--- src/rtl/pv_pkg.sv ---
// Shared widths, limits and the run summary type for the population variance block.
package pv_pkg;

  localparam int SAMPLE_W    = 16;
  localparam int MAX_SAMPLES = 65536;
  localparam int FRAC_BITS   = 8;

  localparam int CNT_W  = 17;
  localparam int SUM_W  = 33;
  localparam int SQS_W  = 47;
  localparam int VAR_W  = 39;
  localparam int SQ_W   = 2 * SAMPLE_W;

  // sum-of-squares is split into two halves for the shared multiplier
  localparam int SQ_LO_W = 24;
  localparam int SQ_HI_W = SQS_W - SQ_LO_W;

  localparam int MAG_W  = SUM_W - 1;
  localparam int MUL_W  = 32;
  localparam int PROD_W = 2 * MUL_W;
  localparam int NUM_W  = PROD_W;
  localparam int N2_W   = 2 * CNT_W;
  localparam int REM_W  = N2_W + 1;
  localparam int DIVD_W = NUM_W + FRAC_BITS;
  localparam int DCNT_W = $clog2(DIVD_W);

  localparam int QDEPTH = 2;
  localparam int QPTR_W = $clog2(QDEPTH);
  localparam int QCNT_W = $clog2(QDEPTH + 1);

  typedef struct packed {
    logic [CNT_W-1:0]        count;
    logic signed [SUM_W-1:0] sum;
    logic [SQS_W-1:0]        sqsum;
    logic                    ovf;
  } run_t;

endpackage

--- src/rtl/pv_if.sv ---
// Valid/ready channel interfaces for samples in and variance results out.
interface pv_in_if;
  import pv_pkg::*;
  logic                       valid;
  logic                       ready;
  logic signed [SAMPLE_W-1:0] sample;
  logic                       last;

  modport source  (output valid, output sample, output last, input ready);
  modport sink    (input valid, input sample, input last, output ready);
  modport monitor (input valid, input sample, input last, input ready);
endinterface

interface pv_out_if;
  import pv_pkg::*;
  logic             valid;
  logic             ready;
  logic [VAR_W-1:0] variance_scaled;
  logic [CNT_W-1:0] sample_total;
  logic             overflow;

  modport source  (output valid, output variance_scaled, output sample_total,
                   output overflow, input ready);
  modport sink    (input valid, input variance_scaled, input sample_total,
                   input overflow, output ready);
  modport monitor (input valid, input variance_scaled, input sample_total,
                   input overflow, input ready);
endinterface

--- src/rtl/pv_front.sv ---
// Front end: squares each sample, accumulates count, sum and sum of squares per run.
module pv_front (
  input  logic         clk,
  input  logic         rst_n,
  pv_in_if.sink        in_chan,
  output pv_pkg::run_t run_data,
  output logic         run_push,
  input  logic         run_full
);
  import pv_pkg::*;

  logic                       s1_valid_r;
  logic                       s1_last_r;
  logic signed [SAMPLE_W-1:0] s1_sample_r;
  logic [SQ_W-1:0]            s1_sq_r;

  logic [CNT_W-1:0]        count_r;
  logic signed [SUM_W-1:0] sum_r;
  logic [SQS_W-1:0]        sqsum_r;
  logic                    ovf_r;

  logic signed [SQ_W-1:0] sq_full;
  logic                   s2_fire;
  logic                   in_ready;
  logic                   sat;
  run_t                   upd;

  assign sq_full  = in_chan.sample * in_chan.sample;
  assign s2_fire  = s1_valid_r && (!s1_last_r || !run_full);
  assign in_ready = !s1_valid_r || s2_fire;
  assign in_chan.ready = in_ready;

  // a full run drops further samples and marks overflow
  assign sat = (count_r == CNT_W'(MAX_SAMPLES));

  always_comb begin
    upd.ovf = ovf_r | sat;
    if (sat) begin
      upd.count = count_r;
      upd.sum   = sum_r;
      upd.sqsum = sqsum_r;
    end else begin
      upd.count = count_r + CNT_W'(1);
      upd.sum   = sum_r + {{(SUM_W-SAMPLE_W){s1_sample_r[SAMPLE_W-1]}}, s1_sample_r};
      upd.sqsum = sqsum_r + {{(SQS_W-SQ_W){1'b0}}, s1_sq_r};
    end
  end

  assign run_data = upd;
  assign run_push = s1_valid_r && s1_last_r && !run_full;

  always_ff @(posedge clk) begin
    if (!rst_n) begin
      s1_valid_r <= 1'b0;
      count_r    <= '0;
      sum_r      <= '0;
      sqsum_r    <= '0;
      ovf_r      <= 1'b0;
    end else begin
      if (in_ready) begin
        s1_valid_r <= in_chan.valid;
      end
      if (in_ready && in_chan.valid) begin
        s1_last_r   <= in_chan.last;
        s1_sample_r <= in_chan.sample;
        s1_sq_r     <= SQ_W'(sq_full);
      end
      if (s2_fire) begin
        if (s1_last_r) begin
          count_r <= '0;
          sum_r   <= '0;
          sqsum_r <= '0;
          ovf_r   <= 1'b0;
        end else begin
          count_r <= upd.count;
          sum_r   <= upd.sum;
          sqsum_r <= upd.sqsum;
          ovf_r   <= upd.ovf;
        end
      end
    end
  end

endmodule

--- src/rtl/pv_queue.sv ---
// Short queue of finished run summaries between the front and back ends.
module pv_queue (
  input  logic         clk,
  input  logic         rst_n,
  input  logic         push,
  input  pv_pkg::run_t push_data,
  output logic         full,
  input  logic         pop,
  output pv_pkg::run_t pop_data,
  output logic         empty
);
  import pv_pkg::*;

  run_t              mem [QDEPTH];
  logic [QPTR_W-1:0] wr_ptr_r;
  logic [QPTR_W-1:0] rd_ptr_r;
  logic [QCNT_W-1:0] fill_r;
  logic              do_push;
  logic              do_pop;

  assign full     = (fill_r == QCNT_W'(QDEPTH));
  assign empty    = (fill_r == '0);
  assign do_push  = push && !full;
  assign do_pop   = pop && !empty;
  assign pop_data = mem[rd_ptr_r];

  always_ff @(posedge clk) begin
    if (do_push) begin
      mem[wr_ptr_r] <= push_data;
    end
  end

  always_ff @(posedge clk) begin
    if (!rst_n) begin
      wr_ptr_r <= '0;
      rd_ptr_r <= '0;
      fill_r   <= '0;
    end else begin
      if (do_push) begin
        wr_ptr_r <= (wr_ptr_r == QPTR_W'(QDEPTH - 1)) ? '0 : wr_ptr_r + QPTR_W'(1);
      end
      if (do_pop) begin
        rd_ptr_r <= (rd_ptr_r == QPTR_W'(QDEPTH - 1)) ? '0 : rd_ptr_r + QPTR_W'(1);
      end
      if (do_push && !do_pop) begin
        fill_r <= fill_r + QCNT_W'(1);
      end else if (do_pop && !do_push) begin
        fill_r <= fill_r - QCNT_W'(1);
      end
    end
  end

endmodule

--- src/rtl/pv_back.sv ---
// Back end: forms n*sumsq - sum^2 and n^2 on a shared multiplier, then divides bit-serially.
module pv_back (
  input  logic         clk,
  input  logic         rst_n,
  input  pv_pkg::run_t run_data,
  input  logic         run_avail,
  output logic         run_pop,
  pv_out_if.source     out_chan
);
  import pv_pkg::*;

  typedef enum logic [2:0] {
    S_IDLE, S_M0, S_M1, S_M2, S_M3, S_LOAD, S_DIV, S_OUT
  } state_t;

  state_t state_r;

  logic [CNT_W-1:0]  n_r;
  logic [SQS_W-1:0]  sqsum_r;
  logic [MAG_W-1:0]  smag_r;
  logic              ovf_r;
  logic [PROD_W-1:0] prod_r;
  logic [NUM_W-1:0]  lhs_r;
  logic [NUM_W-1:0]  rhs_r;
  logic [N2_W-1:0]   n2_r;
  logic [REM_W-1:0]  rem_r;
  logic [DIVD_W-1:0] dq_r;
  logic [DCNT_W-1:0] dcnt_r;
  logic [VAR_W-1:0]  var_r;
  logic [CNT_W-1:0]  total_r;
  logic              oflag_r;

  logic [MUL_W-1:0]   mul_a;
  logic [MUL_W-1:0]   mul_b;
  logic [SUM_W-1:0]   sum_neg;
  logic [REM_W-1:0]   rem_shift;
  logic               ge;
  logic [REM_W-1:0]   rem_nxt;
  logic [DIVD_W-1:0]  dq_nxt;

  assign sum_neg = -run_data.sum;

  always_comb begin
    unique case (state_r)
      S_M0: begin
        mul_a = MUL_W'(n_r);
        mul_b = MUL_W'(sqsum_r[SQ_LO_W-1:0]);
      end
      S_M1: begin
        mul_a = MUL_W'(n_r);
        mul_b = MUL_W'(sqsum_r[SQS_W-1:SQ_LO_W]);
      end
      S_M2: begin
        mul_a = MUL_W'(smag_r);
        mul_b = MUL_W'(smag_r);
      end
      default: begin
        mul_a = MUL_W'(n_r);
        mul_b = MUL_W'(n_r);
      end
    endcase
  end

  assign rem_shift = {rem_r[REM_W-2:0], dq_r[DIVD_W-1]};
  assign ge        = (rem_shift >= {1'b0, n2_r});
  assign rem_nxt   = ge ? (rem_shift - {1'b0, n2_r}) : rem_shift;
  assign dq_nxt    = {dq_r[DIVD_W-2:0], ge};

  assign run_pop = (state_r == S_IDLE) && run_avail;

  assign out_chan.valid           = (state_r == S_OUT);
  assign out_chan.variance_scaled = var_r;
  assign out_chan.sample_total    = total_r;
  assign out_chan.overflow        = oflag_r;

  always_ff @(posedge clk) begin
    if (!rst_n) begin
      state_r <= S_IDLE;
    end else begin
      prod_r <= mul_a * mul_b;
      unique case (state_r)
        S_IDLE: begin
          if (run_avail) begin
            n_r     <= run_data.count;
            sqsum_r <= run_data.sqsum;
            ovf_r   <= run_data.ovf;
            smag_r  <= run_data.sum[SUM_W-1] ? sum_neg[MAG_W-1:0]
                                             : run_data.sum[MAG_W-1:0];
            state_r <= S_M0;
          end
        end
        S_M0: begin
          state_r <= S_M1;
        end
        S_M1: begin
          lhs_r   <= prod_r;
          state_r <= S_M2;
        end
        S_M2: begin
          lhs_r   <= lhs_r + {prod_r[NUM_W-SQ_LO_W-1:0], {SQ_LO_W{1'b0}}};
          state_r <= S_M3;
        end
        S_M3: begin
          rhs_r   <= prod_r;
          state_r <= S_LOAD;
        end
        S_LOAD: begin
          n2_r   <= prod_r[N2_W-1:0];
          rem_r  <= '0;
          dcnt_r <= DCNT_W'(DIVD_W - 1);
          // negative or zero spread clamps to zero
          if (lhs_r > rhs_r) begin
            dq_r <= {lhs_r - rhs_r, {FRAC_BITS{1'b0}}};
          end else begin
            dq_r <= '0;
          end
          state_r <= S_DIV;
        end
        S_DIV: begin
          rem_r  <= rem_nxt;
          dq_r   <= dq_nxt;
          dcnt_r <= dcnt_r - DCNT_W'(1);
          if (dcnt_r == '0) begin
            var_r   <= dq_nxt[VAR_W-1:0];
            total_r <= n_r;
            oflag_r <= ovf_r;
            state_r <= S_OUT;
          end
        end
        S_OUT: begin
          if (out_chan.ready) begin
            state_r <= S_IDLE;
          end
        end
        default: begin
          state_r <= S_IDLE;
        end
      endcase
    end
  end

endmodule

--- src/rtl/population_variance.sv ---
// Top level of the population variance block: front end, run queue and divider back end.
//
//  channel   | dir | handshake     | payload
//  ----------+-----+---------------+------------------------------------------
//  in_chan   | in  | valid / ready | sample (s16), last
//  out_chan  | out | valid / ready | variance_scaled (u39), sample_total, overflow
//
// Samples transfer at one per cycle; a two-stage front (square, accumulate) keeps up.
// Each run's result is formed in the back end by four passes of the shared 32x32 multiplier
// and a restoring divider that resolves one quotient bit per cycle.
// The front stalls only on a last sample when both queue entries are taken.
// Reset is synchronous, active low, and clears the accumulators, queue and sequencer.
module population_variance (
  input  logic     clk,
  input  logic     rst_n,
  pv_in_if.sink    in_chan,
  pv_out_if.source out_chan
);
  import pv_pkg::*;

  run_t front_run;
  run_t back_run;
  logic front_push;
  logic q_full;
  logic q_empty;
  logic back_pop;

  pv_front u_front (
    .clk      (clk),
    .rst_n    (rst_n),
    .in_chan  (in_chan),
    .run_data (front_run),
    .run_push (front_push),
    .run_full (q_full)
  );

  pv_queue u_queue (
    .clk       (clk),
    .rst_n     (rst_n),
    .push      (front_push),
    .push_data (front_run),
    .full      (q_full),
    .pop       (back_pop),
    .pop_data  (back_run),
    .empty     (q_empty)
  );

  pv_back u_back (
    .clk       (clk),
    .rst_n     (rst_n),
    .run_data  (back_run),
    .run_avail (!q_empty),
    .run_pop   (back_pop),
    .out_chan  (out_chan)
  );

endmodule

--- src/flat_wrapper.sv ---
// flat-port wrapper written by rule: the top's interface ports become plain ports
module population_variance_flat import pv_pkg::*;
  (clk, rst_n, in_chan_valid, in_chan_sample, in_chan_last, in_chan_ready, out_chan_valid, out_chan_variance_scaled, out_chan_sample_total, out_chan_overflow, out_chan_ready);
  pv_in_if in_chan_i ();
  pv_out_if out_chan_i ();
  input  logic clk;
  input  logic rst_n;
  input wire logic [$bits(in_chan_i.valid)-1:0] in_chan_valid;
  input wire logic [$bits(in_chan_i.sample)-1:0] in_chan_sample;
  input wire logic [$bits(in_chan_i.last)-1:0] in_chan_last;
  output wire logic [$bits(in_chan_i.ready)-1:0] in_chan_ready;
  output wire logic [$bits(out_chan_i.valid)-1:0] out_chan_valid;
  output wire logic [$bits(out_chan_i.variance_scaled)-1:0] out_chan_variance_scaled;
  output wire logic [$bits(out_chan_i.sample_total)-1:0] out_chan_sample_total;
  output wire logic [$bits(out_chan_i.overflow)-1:0] out_chan_overflow;
  input wire logic [$bits(out_chan_i.ready)-1:0] out_chan_ready;
  assign in_chan_i.valid = in_chan_valid;
  assign in_chan_i.sample = in_chan_sample;
  assign in_chan_i.last = in_chan_last;
  assign in_chan_ready = in_chan_i.ready;
  assign out_chan_valid = out_chan_i.valid;
  assign out_chan_variance_scaled = out_chan_i.variance_scaled;
  assign out_chan_sample_total = out_chan_i.sample_total;
  assign out_chan_overflow = out_chan_i.overflow;
  assign out_chan_i.ready = out_chan_ready;
  population_variance u_core (.clk(clk), .rst_n(rst_n), .in_chan(in_chan_i), .out_chan(out_chan_i));
endmodule
--- config.mk ---
export PLATFORM = sky130hd
export DESIGN_NAME = population_variance_flat
export DESIGN_NICKNAME = d
export VERILOG_FILES = /design/src/rtl/pv_pkg.sv /design/src/rtl/pv_if.sv /design/src/rtl/pv_front.sv /design/src/rtl/pv_queue.sv /design/src/rtl/pv_back.sv /design/src/rtl/population_variance.sv /design/src/flat_wrapper.sv
export SDC_FILE = /design/constraint.sdc
export NUM_CORES = 2
export LEC_CHECK = 0
export ABC_AREA = 1
export BUFFER_PORTS_ARGS = -buffer_cell sky130_fd_sc_hd__buf_2
export CAP_MARGIN = 15
export CORE_ASPECT_RATIO = 1.5
export CORE_UTILIZATION = 43
export DETAILED_ROUTE_END_ITERATION = 7
export HOLD_SLACK_MARGIN = 0.12
export PLACE_DENSITY = 0.62
export SLEW_MARGIN = 10
export SYNTH_ARGS = -nofsm -noshare
export SYNTH_HDL_FRONTEND = slang
export SYNTH_SLANG_ARGS = --single-unit
--- constraint.sdc ---
create_clock -name clk -period 11.6 [get_ports clk]
set_input_delay 2.9 -clock clk [delete_from_list [all_inputs] [get_ports clk]]
set_output_delay 2.9 -clock clk [all_outputs]
set_load 0.01 [all_outputs]
==> Word level (Yosys, flattened, before mapping) <==
Memory sizes are Yosys's and may differ from the RTL's. A register that Yosys moved wholly into a read port is not among the register bits.
Cells that the tools add are included.
{ "totals": {"register_bits": 648, "memories": 1, "out_inout_bits": 59, "mem_bits_rw": 196, "wordCells": 114, "input_bits": 21} }
{ "memory_table": {"columns": ["name", "depth", "width", "read_ports", "rd_ports_with_merged_regs", "wr", "line_no", "text"], "rows": [
  ["u_core.u_queue.mem", 2, 98, 1, 1, 1, "pv_queue.sv:14", "run_t mem [QDEPTH];"]
]} }
{ "classes": {"eq_ne": 12, "bitwise": 2, "n_reduce_logical": 31, "mul": 2, "add_sub_neg": 12, "muxes": 26, "order_cmp": 2} }
{ "op_table": {"columns": ["cell", "count"], "rows": [
  ["72-bit one-hot mux with 2 select lines", 1],
  ["64-bit one-hot mux with 2 select lines", 1],
  ["97-bit two-way mux", 1],
  ["32-bit one-hot mux with 3 select lines", 1],
  ["72-bit two-way mux", 1],
  ["34-bit one-hot mux with 2 select lines", 1],
  ["64-bit adder", 1],
  ["64-bit > comparator", 1],
  ["32-bit by 32-bit multiplier with 64-bit output", 1],
  ["32-bit two-way mux", 2],
  ["64-bit subtractor", 1],
  ["47-bit by 32-bit adder with 47-bit output", 1],
  ["47-bit two-way mux", 1],
  ["35-bit by 34-bit greater-or-equal comparator with 1-bit output", 1],
  ["34-bit two-way mux", 1],
  ["34-bit subtractor", 1],
  ["33-bit adder", 1],
  ["33-bit two-way mux", 1],
  ["16-bit by 16-bit multiplier with 32-bit output", 1],
  ["32-bit negation", 1],
  ["3-bit one-hot mux with 8 select lines", 1],
  ["17-bit by 1-bit adder with 17-bit output, second input constant", 1],
  ["17-bit equality test, second input constant", 1],
  ["17-bit two-way mux", 1],
  ["25 further kinds", 62]
]} }

==> Depth between registers and ports, before layout <==
{ "depth": {"ltp_word": 8, "ltp_mapped": 40, "depth_no_buf": 38} }

==> Modules after synthesis <==
Synthesis repeated with hierarchy kept, for this count alone.
{ "hier_totals": {"hier_cells": 11272, "area_unflattened_um2": 92018.3} }
{ "modules_own_cells": {"columns": ["module", "cells_per_inst", "n_inst", "area_each_um2", "seq_area_each_um2"], "rows": [
  ["pv_back", 7869, 1, 63562.2, 14864.3],
  ["pv_front", 3059, 1, 21066.5, 3393.3],
  ["pv_queue", 343, 1, 7385.8, 5985.7],
  ["population_variance", 1, 1, 3.8, 0.0]
]} }

==> Least setup slack after synthesis <==
Ideal clock, no wire load.
{ "synth_path": {"path_type": "input to register", "startpoint": "input rst_n", "endpoint": "register u_core.u_back.dcnt_r[0] (enable)", "arrival_time_ns": 10.658, "slack_ns": 0.218, "cell_stages": 2, "n_path_buf": 0, "setup_ns": 0.724, "required_time_ns": 10.876, "path_cell_list": "nand2_1 > nor3_1"} }
{ "synth_via": {"elab_chain_len": 1} }
{ "synth_rtl": {"columns": ["item", "line_no", "text"], "rows": [
  ["start, declared", "flat_wrapper.sv:7", "input logic rst_n;"],
  ["2-bit AND reduction (no line)", null, null],
  ["end signal, assigned", "pv_back.sv:110", "dcnt_r <= DCNT_W'(DIVD_W - 1);"],
  ["end signal, assigned", "pv_back.sv:122", "dcnt_r <= dcnt_r - DCNT_W'(1);"],
  ["end, declared", "pv_back.sv:28", "logic [DCNT_W-1:0] dcnt_r;"]
]} }
No other way between the ends.
A chain may end at the register's enable or synchronous reset.

==> Worst setup path in the final report <==
{ "layout_path": {"startpoint": "register u_core.u_back.state_r[0]", "endpoint": "register u_core.u_back.prod_r[59] (data pin)"} }
{ "layout_via": {"elab_chain_len": 3, "word_cells_on_any_way": 6, "classes_between": "mul (1); eq/ne (3); mux (2)"} }
{ "layout_rtl": {"columns": ["item", "line_no", "text"], "rows": [
  ["start, declared", "pv_back.sv:16", "state_t state_r;"],
  ["start signal, assigned", "pv_back.sv:78", "state_r <= S_IDLE;"],
  ["start signal, assigned", "pv_back.sv:89", "state_r <= S_M0;"],
  ["start signal, assigned", "pv_back.sv:93", "state_r <= S_M1;"],
  ["3-bit by 2-bit equality test with 1-bit output or 3-bit by 1-bit equality test with 1-bit output (tied branches)", "pv_back.sv:44", "unique case (state_r)"],
  ["32-bit one-hot mux with 3 select lines or 32-bit two-way mux (tied branches)", "pv_back.sv:44", null],
  ["32-bit by 32-bit multiplier with 64-bit output (*)", "pv_back.sv:80", "prod_r <= mul_a * mul_b;"],
  ["end signal, assigned", "pv_back.sv:80", null],
  ["end, declared", "pv_back.sv:22", "logic [PROD_W-1:0] prod_r;"]
]} }
Mark *: on every way between the ends. The rest lies on a longest branch, timed or not.

==> flow_metrics.tcl <==
set metrics [dict create \
    syn-cell-area_sq_um 90200 \
    ctsHoldBuffers 0 \
    drc_errors 0 \
    critPathMaxStageDelay_ns 0.66 \
    synth-simple-area-share 0.202 \
    fin_skew_ns 0.0633 \
    ys_types 57 \
    vias 73417 \
    synth-adder-area-share 0.329 \
    grt.overflow.total 0 \
    cts_tree "yes" \
    clkLatencyLatePin_ns 0.75 \
    synthArstFlopShare 0 \
    grt_usage 0.312 \
    status "complete, no violations" \
    dp_hpwl_mm 269 \
    maxCapViolCount 0 \
    synth_top_family_by_area "adder cells" \
    synth_area_per_cell_sq_um 8.17 \
    crit_fanout 24 \
    crit_end "u_core.u_back.prod_r[59]" \
    slew_viol_final 0 \
    required_ns 12.08 \
    antenna_found_initial 8 \
    layout.cells.non_filler 13933 \
    critPathCaptureType "flip-flop" \
    crit_type "reg -> reg" \
    final_nets 12775 \
    wl_per_cell_microns 23.6 \
    synth_xor_area_frac 0.0224 \
    cts_max_level 3 \
    cts_setup_buffers 0 \
    rrSetupSlack_ns 1.73 \
    synthMuxAreaShare 0.000222 \
    worst_slew_pin_slew_ns 1.25 \
    post-route-period-util 0.851 \
    r2r-end "u_core.u_back.prod_r[59]" \
    numClockSinks 843 \
    reg2reg_depth 35 \
    clockBufferDepth 3 \
    hp-start "u_core.u_back.ovf_r" \
    ys_ff_latch 843 \
    grt_max_degree 72 \
    cp_common_cell "fa_1" \
    dpl.cell_count 13762 \
    cp-start-kind "flip-flop" \
    antenna_left 0 \
    synth_edf_count 736 \
    hold_depth 0 \
    clock-root-buffer "clkbuf_16" \
    dpl_cell_area_sq_um 93900 \
    yosysWarningCount 0 \
    pin_count 80 \
    reg2reg_from "u_core.u_back.state_r[0]" \
    postCtsResizedCells 0 \
    first_iter_violations 5022 \
    clk_pin_slew_ns 0.07 \
    yosysSeqAreaShare 0.269 \
    max_freq_mhz 101 \
    die_w_microns 376 \
    drive_above_1_share 0.0431 \
    setup_viol 0 \
    ys.flop_type "edfxtp_1" \
    fin_hold_ws_ns 0.442 \
    synth-compound-area-share 0.0596 \
    startpoint "u_core.u_back.state_r[0]" \
    coreArea_sq_um 208000 \
    die_area_sq_um 212000 \
    timing.slew.headroom 0.162 \
    rsz0062_at_grt "false" \
    vias_per_cell 5.27 \
    numCtsBuffers 89 \
    start_util 0.433 \
    grt_pass1_wl_mm 484 \
    gp_congestion 1.06 \
    grt_pass1_vias 78135 \
    syn_to_final_growth_pct 7.69 \
    first_pass_iters 6 \
    arrival_ns 10.36 \
    synthCells 11043 \
    slowest_stage "nor2_1" \
    fill_cells 20762 \
    fin_area_sq_um 97100 \
    portBuffers 79 \
    post-route-min-period_ns 9.87 \
    rows 205 \
    routed_wl_mm 329 \
    die-height_microns 563 \
    hold_viol 0 \
    syn_nets 12756 \
    hold_class "reg -> reg" \
    setup_tns_ns 0 \
]
-- synth_stat cells, types with 6 or more instances --
| master | n | share of area |
|---|---|---|
| nand3b_1 | 26 | 0.0022 |
| o21ai_2 | 6 | 0.00058 |
| nor2_1 | 1276 | 0.053 |
| buf_6 | 8 | 0.0010 |
| o21a_1 | 10 | 0.00083 |
| and2_1 | 10 | 0.00069 |
| nand3_1 | 406 | 0.023 |
| nor3_1 | 80 | 0.0044 |
| fa_1 | 1135 | 0.25 |
| buf_4 | 10 | 0.00083 |
| or2_2 | 54 | 0.0037 |
| o21ai_1 | 15 | 0.00083 |
| o21bai_1 | 41 | 0.0034 |
| a31oi_1 | 21 | 0.0015 |
| a221o_1 | 6 | 0.00067 |
| xnor2_1 | 107 | 0.010 |
| buf_1 | 14 | 0.00058 |
| inv_2 | 14 | 0.00058 |
| nor2_2 | 11 | 0.00076 |
| clkinv_1 | 13 | 0.00054 |
| a21boi_0 | 20 | 0.0017 |
| o21ai_0 | 328 | 0.018 |
| a21oi_2 | 8 | 0.00078 |
| clkbuf_1 | 137 | 0.0057 |
| a21oi_1 | 484 | 0.027 |
| and3_1 | 6 | 0.00042 |
| o211ai_1 | 12 | 0.0010 |
| buf_2 | 95 | 0.0053 |
| nand2_1 | 2542 | 0.11 |
| dfxtp_1 | 107 | 0.024 |
| a21o_1 | 25 | 0.0021 |
| edfxtp_1 | 736 | 0.25 |
| ha_1 | 557 | 0.077 |
| nand4_1 | 81 | 0.0056 |
| inv_1 | 2465 | 0.10 |
| nor4_1 | 17 | 0.0012 |
| xor2_1 | 124 | 0.012 |
-- registers in the layout (all words and copies together) (netlist names), 2 cells and up, named ones only --
name	flops
u_core.u_back.rhs_r	64
u_core.u_back.dcnt_r	7
u_core.u_back.sqsum_r	47
u_core.u_front.s1_sample_r	16
u_core.u_back.out_chan.sample_total	17
u_core.u_back.n_r	17
u_core.u_back.smag_r	32
u_core.u_front.sum_r	33
u_core.u_back.out_chan.variance_scaled	39
u_core.u_back.dq_r	72
u_core.u_queue.fill_r	2
u_core.u_back.lhs_r	64
u_core.u_front.count_r	17
u_core.u_back.rem_r	34
u_core.u_back.prod_r	64
u_core.u_front.s1_sq_r	30
u_core.u_front.sqsum_r	47
u_core.u_back.state_r	3
u_core.u_back.n2_r	34
u_core.u_queue.mem	196
-- cell families after synthesis --
family,Yosys count
buffers and inverters,2757
multiplexers,2
flip-flops,843
other,1
AO/OA/AOI/OAI,988
AND/OR/NAND/NOR,4529
adder cells (fa/ha/maj),1692
XOR/XNOR,231
-- layer usage --
layer	share of wire	GRT usage	vias to the layer above
met5	0.000033	0	-
met3	0.054	0.0451	1204
met1	0.32	0.296	35738
met4	0.11	0.292	2
li1	-	-	33790
met2	0.51	0.575	2683
-- worst max-delay path, delay by kind of cell, from the launching register on --
| kind | cells | cell delay [ns] |
|---|---|---|
| AOI/OAI and AO/OA | 2 | 0.30 |
| xor gates and xnor gates | 1 | 0.11 |
| adders and majority gates | 9 | 4.29 |
| buffers and inverters | 9 | 1.70 |
| DFF | 1 | 0.47 |
| and+or+nand+nor | 14 | 2.72 |
-- worst min path at each step --
| stage | to | slack, ns |
|---|---|---|
| after global routing | u_core.u_back.rhs_r[42] | 0.46 |
| after floorplan | u_core.u_back.out_chan.overflow | 0.40 |
| final | u_core.u_back.out_chan.overflow | 0.44 |
| after detailed placement | u_core.u_back.rhs_r[42] | 0.44 |
| after CTS | u_core.u_back.out_chan.overflow | 0.44 |
| after global placement | u_core.u_back.out_chan.overflow | 0.41 |
-- stage by stage --
| step | setup slack (ns) | util |
|---|---|---|
| 6_report | 1.73 | 0.466 |
| 5_1_grt | 1.43 | 0.466 |
| 4_1_cts | 1.90 | 0.466 |
| 3_5_place_dp | 1.88 | 0.451 |
| 3_3_place_gp | 1.41 | 0.451 |
| 2_1_floorplan | 0.218 | - |
-- cell type report --
type / instances / area, sq um / share of cell area
diodes: 2 / 5.00 / 0.0000515
clock buffers: 103 / 2310 / 0.0238
clock inverters: 63 / 863 / 0.00889
inverters: 2493 / 9370 / 0.0964
multi-input cells: 7443 / 55500 / 0.572
flip-flops and latches: 843 / 24200 / 0.250
well taps: 2794 / 3500 / 0.0360
repair buffers: 192 / 1280 / 0.0132
-- layout by cell type, fill, tap and decap left out, types with 124 or more instances in the layout --
cell type and instances:
a21oi_1 483, xor2_1 124, inv_1 2465, o21ai_0 324
nand2_1 2540, nor2_1 1267, nand3_1 406, edfxtp_1 736
ha_1 557, fa_1 1135
Power is left out: the tool's default activity adds up to more than one toggle a clock period on the data nets, which glitch-free logic cannot reach.
